**config.mk**
```make
export PLATFORM = sky130hd
export DESIGN_NAME = rkc_ctrl
export DESIGN_NICKNAME = d
export VERILOG_FILES = /design/src/sv/rkc_pkg.sv /design/src/sv/rkc_ctrl.sv
export SDC_FILE = /design/constraint.sdc
export NUM_CORES = 1
export LEC_CHECK = 0
export BUFFER_PORTS_ARGS = -buffer_cell sky130_fd_sc_hd__buf_2
export CAP_MARGIN = 20
export CORE_AREA = 3 3 40 42
export CTS_CLUSTER_DIAMETER = 120
export DETAILED_ROUTE_END_ITERATION = 10
export DIE_AREA = 0 0 43 45
export SYNTH_ARGS = -nofsm -noshare
export SYNTH_HDL_FRONTEND = slang
export SYNTH_SLANG_ARGS = --single-unit
```
**constraint.sdc**
```tcl
create_clock -name clk -period 1.43 [get_ports clk]
set_clock_uncertainty 0.05 [all_clocks]
set_input_delay 0.286 -clock clk [delete_from_list [all_inputs] [get_ports clk]]
set_output_delay 0.286 -clock clk [all_outputs]
set_load 0.02 [all_outputs]
```
**src/sv/rkc_pkg.sv**
```systemverilog
// ---------------------------------------------------------------------------
// rkc_pkg
// Shared constants, codes and controller/datapath signal groups for the
// RGB kernel convolution block.
// ---------------------------------------------------------------------------
package rkc_pkg;

  localparam int DEF_MAX_WIDTH      = 1024;
  localparam int DEF_MAX_HEIGHT     = 4096;
  localparam int DEF_MAX_RADIUS     = 2;
  localparam int DEF_COEF_FRAC_BITS = 8;
  localparam int GAIN_FRAC_BITS     = 8;

  localparam int KIND_W   = 2;
  localparam int CIDX_W   = 5;
  localparam int COEF_W   = 16;
  localparam int CHAN_W   = 8;
  localparam int CFG_IDX_W  = 3;
  localparam int CFG_DATA_W = 16;

  localparam logic [KIND_W-1:0] KIND_COEF  = 2'd0;
  localparam logic [KIND_W-1:0] KIND_PIXEL = 2'd1;
  localparam logic [KIND_W-1:0] KIND_FLUSH = 2'd2;

  localparam logic [CFG_IDX_W-1:0] CFG_WIDTH  = 3'd0;
  localparam logic [CFG_IDX_W-1:0] CFG_HEIGHT = 3'd1;
  localparam logic [CFG_IDX_W-1:0] CFG_RADIUS = 3'd2;
  localparam logic [CFG_IDX_W-1:0] CFG_GAIN   = 3'd3;

  typedef struct packed {
    logic coef_wr;
    logic pix_wr;
    logic emit_start;
    logic tap_issue;
    logic scale;
    logic load;
  } rkc_cmd_t;

  typedef struct packed {
    logic all_in;
    logic emit_due;
    logic tap_last;
    logic out_free;
  } rkc_sts_t;

endpackage

```
**src/sv/rkc_ctrl.sv**
```systemverilog
// ---------------------------------------------------------------------------
// rkc_ctrl
// Sequencer: decodes input transactions, steps the kernel taps and hands a
// finished pixel to the output register.
// ---------------------------------------------------------------------------
module rkc_ctrl (
  input  logic                        clk,
  input  logic                        rst_n,
  input  logic                        in_valid,
  input  logic [rkc_pkg::KIND_W-1:0]  in_kind,
  output logic                        in_ready,
  input  rkc_pkg::rkc_sts_t           sts,
  output rkc_pkg::rkc_cmd_t           cmd
);
  import rkc_pkg::*;

  typedef enum logic [2:0] {
    S_IDLE, S_TAP, S_D1, S_D2, S_SCALE, S_LOAD
  } state_t;

  state_t state_r, state_nxt;
  logic   accept;

  assign in_ready = (state_r == S_IDLE);
  assign accept   = in_valid && in_ready;

  always_comb begin
    state_nxt = state_r;
    cmd       = '0;
    unique case (state_r)
      S_IDLE: begin
        if (accept) begin
          case (in_kind)
            KIND_COEF: cmd.coef_wr = 1'b1;
            KIND_PIXEL: begin
              // A pixel that arrives while draining acts as a flush tick.
              if (sts.all_in) begin
                cmd.emit_start = 1'b1;
                state_nxt      = S_TAP;
              end else begin
                cmd.pix_wr = 1'b1;
                if (sts.emit_due) begin
                  cmd.emit_start = 1'b1;
                  state_nxt      = S_TAP;
                end
              end
            end
            KIND_FLUSH: begin
              if (sts.all_in) begin
                cmd.emit_start = 1'b1;
                state_nxt      = S_TAP;
              end
            end
            default: ;
          endcase
        end
      end
      S_TAP: begin
        cmd.tap_issue = 1'b1;
        if (sts.tap_last) state_nxt = S_D1;
      end
      S_D1:    state_nxt = S_D2;
      S_D2:    state_nxt = S_SCALE;
      S_SCALE: begin
        cmd.scale = 1'b1;
        state_nxt = S_LOAD;
      end
      S_LOAD: begin
        if (sts.out_free) begin
          cmd.load  = 1'b1;
          state_nxt = S_IDLE;
        end
      end
      default: state_nxt = S_IDLE;
    endcase
  end

  always_ff @(posedge clk) begin
    if (!rst_n) begin
      state_r <= S_IDLE;
    end else begin
      state_r <= state_nxt;
    end
  end

  a_load_free: assert property (@(posedge clk) disable iff (!rst_n)
    cmd.load |-> sts.out_free) else $error("result loaded over a waiting one");
  a_emit_cause: assert property (@(posedge clk) disable iff (!rst_n)
    cmd.emit_start |-> (sts.all_in || sts.emit_due)) else $error("spurious emit");
  a_load_idle: assert property (@(posedge clk) disable iff (!rst_n)
    cmd.load |=> in_ready) else $error("not idle after result");

endmodule

```
* After elaboration in Yosys (flattened, before gate mapping) *
Index checks and enable logic that the tools add are counted.

word-level totals
  bits of input ports = 9
  logic and storage cells = 39
  output and inout port bits = 7
  register bits after elaboration = 3

operators by class
  muxes and demuxes = 21
  reduce and logical (&&, ||, !) cells = 4
  equality and inequality tests = 13

operators by type and width
  kind                                                                     count
  3-bit two-way mux                                                        8
  3-bit case mux with 6 select lines                                       1
  1-bit two-way mux                                                        10
  3-bit by 2-bit == test with 1-bit output, second input constant          2
  3-bit == test, second input constant                                     2
  3-bit case mux with 2 select lines                                       1
  6-bit AND reduction                                                      1
  2-bit inequality test, second input constant                             2
  4-bit inequality test, second input constant                             1
  3-bit by 1-bit == test with 1-bit output, second input constant          1
  3-bit zero test                                                          1
  3-bit by 1-bit inequality test with 1-bit output, second input constant  1
  3-bit inequality test, second input constant                             1
  2-bit by 1-bit == test with 1-bit output, second input constant          1
  2-bit == test, second input constant                                     1
  2-bit zero test                                                          1
  2-bit by 1-bit inequality test with 1-bit output, second input constant  1
  1-bit case mux with 2 select lines                                       1
  1-bit logical AND                                                        1

* Logic depth before layout (Yosys ltp) *
  word-level depth = 5
  mapped depth = 5
  depth with buffers taken out = 5

* Worst setup path before layout *
Ideal clock, no wire load.

  path kind = register -> output
  start point = register state_r[2]
  end point = output cmd[3] (netlist bit)
  buffers on the path = 1
  data arrival time = 1,100 ps
  data required time = 1,094 ps
  stages on the path, launching flop included = 5
  slack = -6 ps
  cell sequence = dfxtp_1 > buf_6 > nor3_4 > nand3_1 > a21oi_2

RTL lines
  element                 line            source
  from (decl)             rkc_ctrl.sv:21  state_t state_r, state_nxt;
  from (signal assigned)  rkc_ctrl.sv:82  state_r <= state_nxt;
  to (decl)               rkc_ctrl.sv:13  output rkc_pkg::rkc_cmd_t cmd

==> flow_metrics.tcl <==
set metrics [dict create \
    outcome "finished, violations left" \
    failed_checks "negative setup slack" \
    placed_area_um2 423 \
    r2r-end "state_r[0]" \
    die-width_um 43 \
    grt_pass1_wl_um 1270 \
    relSlewSlack 0.782 \
    boundaryPins 16 \
    synth-warning-count 0 \
    final_cell_count_no_fill 76 \
    fin_area_um2 498 \
    yosysTopAreaCell "dfxtp_1" \
    clk_pin_slew_worst_paths_ps 40 \
    rsz0062_at_grt "true" \
    numCtsBuffers 3 \
    holdCritStartpoint "rst_n" \
    synthArstFlopShare 0 \
    top_layer "met3" \
    fin_crit_ps 1520 \
    yosysSeqAreaShare 0.191 \
    die_h_um 45 \
    hold_buffers 0 \
    met2_length_um 333 \
    antenna_found_initial 0 \
    largest_reg_flops 3 \
    synth_nets 51 \
    post-route-period-util 1.07 \
    synth_top_area_share 0.191 \
    grt_max_degree 9 \
    portBuffers 15 \
    worst_pin_slew_ps 323 \
    pre_cts_slack_ps -9.40 \
    internal_power_w 0.000282 \
    cts.sinks 3 \
    routed_wl_um 751 \
    wl_per_cell_um 9.88 \
    final_antenna_net_count 0 \
    r2r_setup_slack_ps 400 \
    top_regs "state_r: 3 flops" \
    crit_arrival_ps 1190 \
    fill_cells 134 \
    finalMaxSlewViolations 0 \
    min_path_cells 3 \
    pwr-share-clk 0.353 \
    placed_cells 71 \
    cts_buffer_depth 2 \
    cap_violations 0 \
    syn2layout_area_growth_pct 58.6 \
    cp-end-kind "output pin" \
    dieArea_um2 1940 \
    gr-total-overflow 0 \
    fmax_mhz 656 \
    reg2reg_from "state_r[2]" \
    ir_worst_vdd_mv 0.398 \
    ys_ff_latch 3 \
    wl_met3_um 59 \
    drc_errors 0 \
    vias_per_cell 4.54 \
    finalPower_w 0.000418 \
    hold_ws_ps 270 \
    netlist_instances 39 \
    cts-htree-levels 1 \
    power_density_nw_per_um2 839 \
    layout_common_cells "8 x buf_2, 8 x buf_4, 4 x nand2_1, 4 x nand2b_1, 4 x buf_6" \
    synth_edf_count 0 \
    finalSetupViolations 3 \
    syn_area_um2 314 \
    diodes 0 \
    hpwl_um 593 \
    critical_path.max_fanout 5 \
    min_path_type "primary input to flop" \
    insertion_delay_ps 230 \
    cts_tree "done" \
    ys.flop_type "dfxtp_1" \
    core_um2 1280 \
    drt_iter0_markers 4 \
    grt_pass1_vias 318 \
    wl_met1_um 358 \
    yosysUniqueCellTypes 21 \
    p_switching_w 0.000136 \
    track_usage 0.0898 \
    vias 345 \
    yosys-top-cells-area "dfxtp_1 19%, ha_1 12%, nand2b_1 8.0%" \
    pwr-share-seq 0.242 \
    fin_ws_ps -94.0 \
    final_hold_viol_count 0 \
    initial_core_util 0.244 \
    hold_end "state_r[1]" \
    power_frac_comb 0.406 \
    core.rowCount 13 \
    reg2reg_depth 4 \
    critPathKind "flop to output pin" \
    drive_above_1_share 0.525 \
    drt_pass1_iterations 4 \
    cts_root_buf "clkbuf_4" \
    gp_congestion 0.717 \
    switching_share 0.326 \
    nNetsFinal 74 \
    synth.avg_cell_area_um2 8.05 \
    static-leakage-power_nw 0.246 \
    critPathLaunchType "flop" \
    top_register "state_r" \
    crit_required_ps 1090 \
]
==> cells in the mapped netlist, types with 2 or more instances <==
cell type and count:
nand3_1 2, nand2_1 4, buf_6 2, dfxtp_1 3, nand2b_1 4, a21oi_2 2, o21ai_0 2, ha_1 3
a21oi_1 3, nor2_1 2, inv_1 2
==> worst max path at each step <==
stage | slack, ps | startpoint | cells after the start | to
2_1_floorplan | -5 | state_r[0] | 4 | cmd[3]
3_3_place_gp | 7 | in_kind[1] | 6 | cmd[3]
3_5_place_dp | -9 | in_kind[1] | 6 | cmd[3]
4_1_cts | -110 | state_r[1] | 3 | cmd[4]
5_1_grt | -190 | state_r[2] | 3 | cmd[4]
6_report | -90 | state_r[2] | 3 | cmd[4]
==> final cells by class <==
type / instances / area, um2 / area share
multi-input cells: 31 / 233 / 0.467
repair buffers: 20 / 145 / 0.291
flip-flops and latches: 3 / 63.8 / 0.128
clock buffers: 4 / 26.3 / 0.0528
well taps: 15 / 18.8 / 0.0377
inverters: 3 / 11.3 / 0.0226
==> power groups by stage <==
stage               registers [W]  clock network (W)   logic, W
global placement         0.000100                  0   0.000141
finish                   0.000101           0.000147   0.000170
detailed placement       0.000100                  0   0.000142
global route             0.000102           0.000168   0.000187
floorplan                0.000100                  0  0.0000988
CTS                      0.000100           0.000155   0.000171
==> cells by family (layout without fill, tap and decap cells) <==
| group | after synthesis | in the layout | share of synthesized area |
|---|---|---|---|
| AOI/OAI and AO/OA | 10 | 10 | 0.211 |
| adders and majority gates | 3 | 3 | 0.120 |
| buffers and inverters | 5 | 27 | 0.108 |
| DFF | 3 | 3 | 0.191 |
| and+or+nand+nor | 18 | 18 | 0.371 |
==> what timing repair did <==
action	4_1_cts	5_1_grt
pin swaps	5	3
setup buffers	1	1
gates resized for setup	13	2
endpoints found under the setup margin	6	7
gates cloned	0	0
==> through the flow <==
step / util / TNS, ps
finish: 0.388 / -235
global route: 0.388 / -675
CTS: 0.385 / -282
detailed placement: 0.329 / -9.40
global placement: 0.329 / 0
floorplan: - / -5.32
==> critical path: stages (launching register included) <==
cell and delay (ps):
dfxtp_2 320, nor3_4 260, and4b_1 250, buf_6 120
==> routing by layer <==
metal,vias up,track usage
li1,180,-
met1,151,0.118
met2,14,0.123
met3,0,0.0598
met4,0,0.0181
met5,-,0
(Power assumes the default switching activity.)
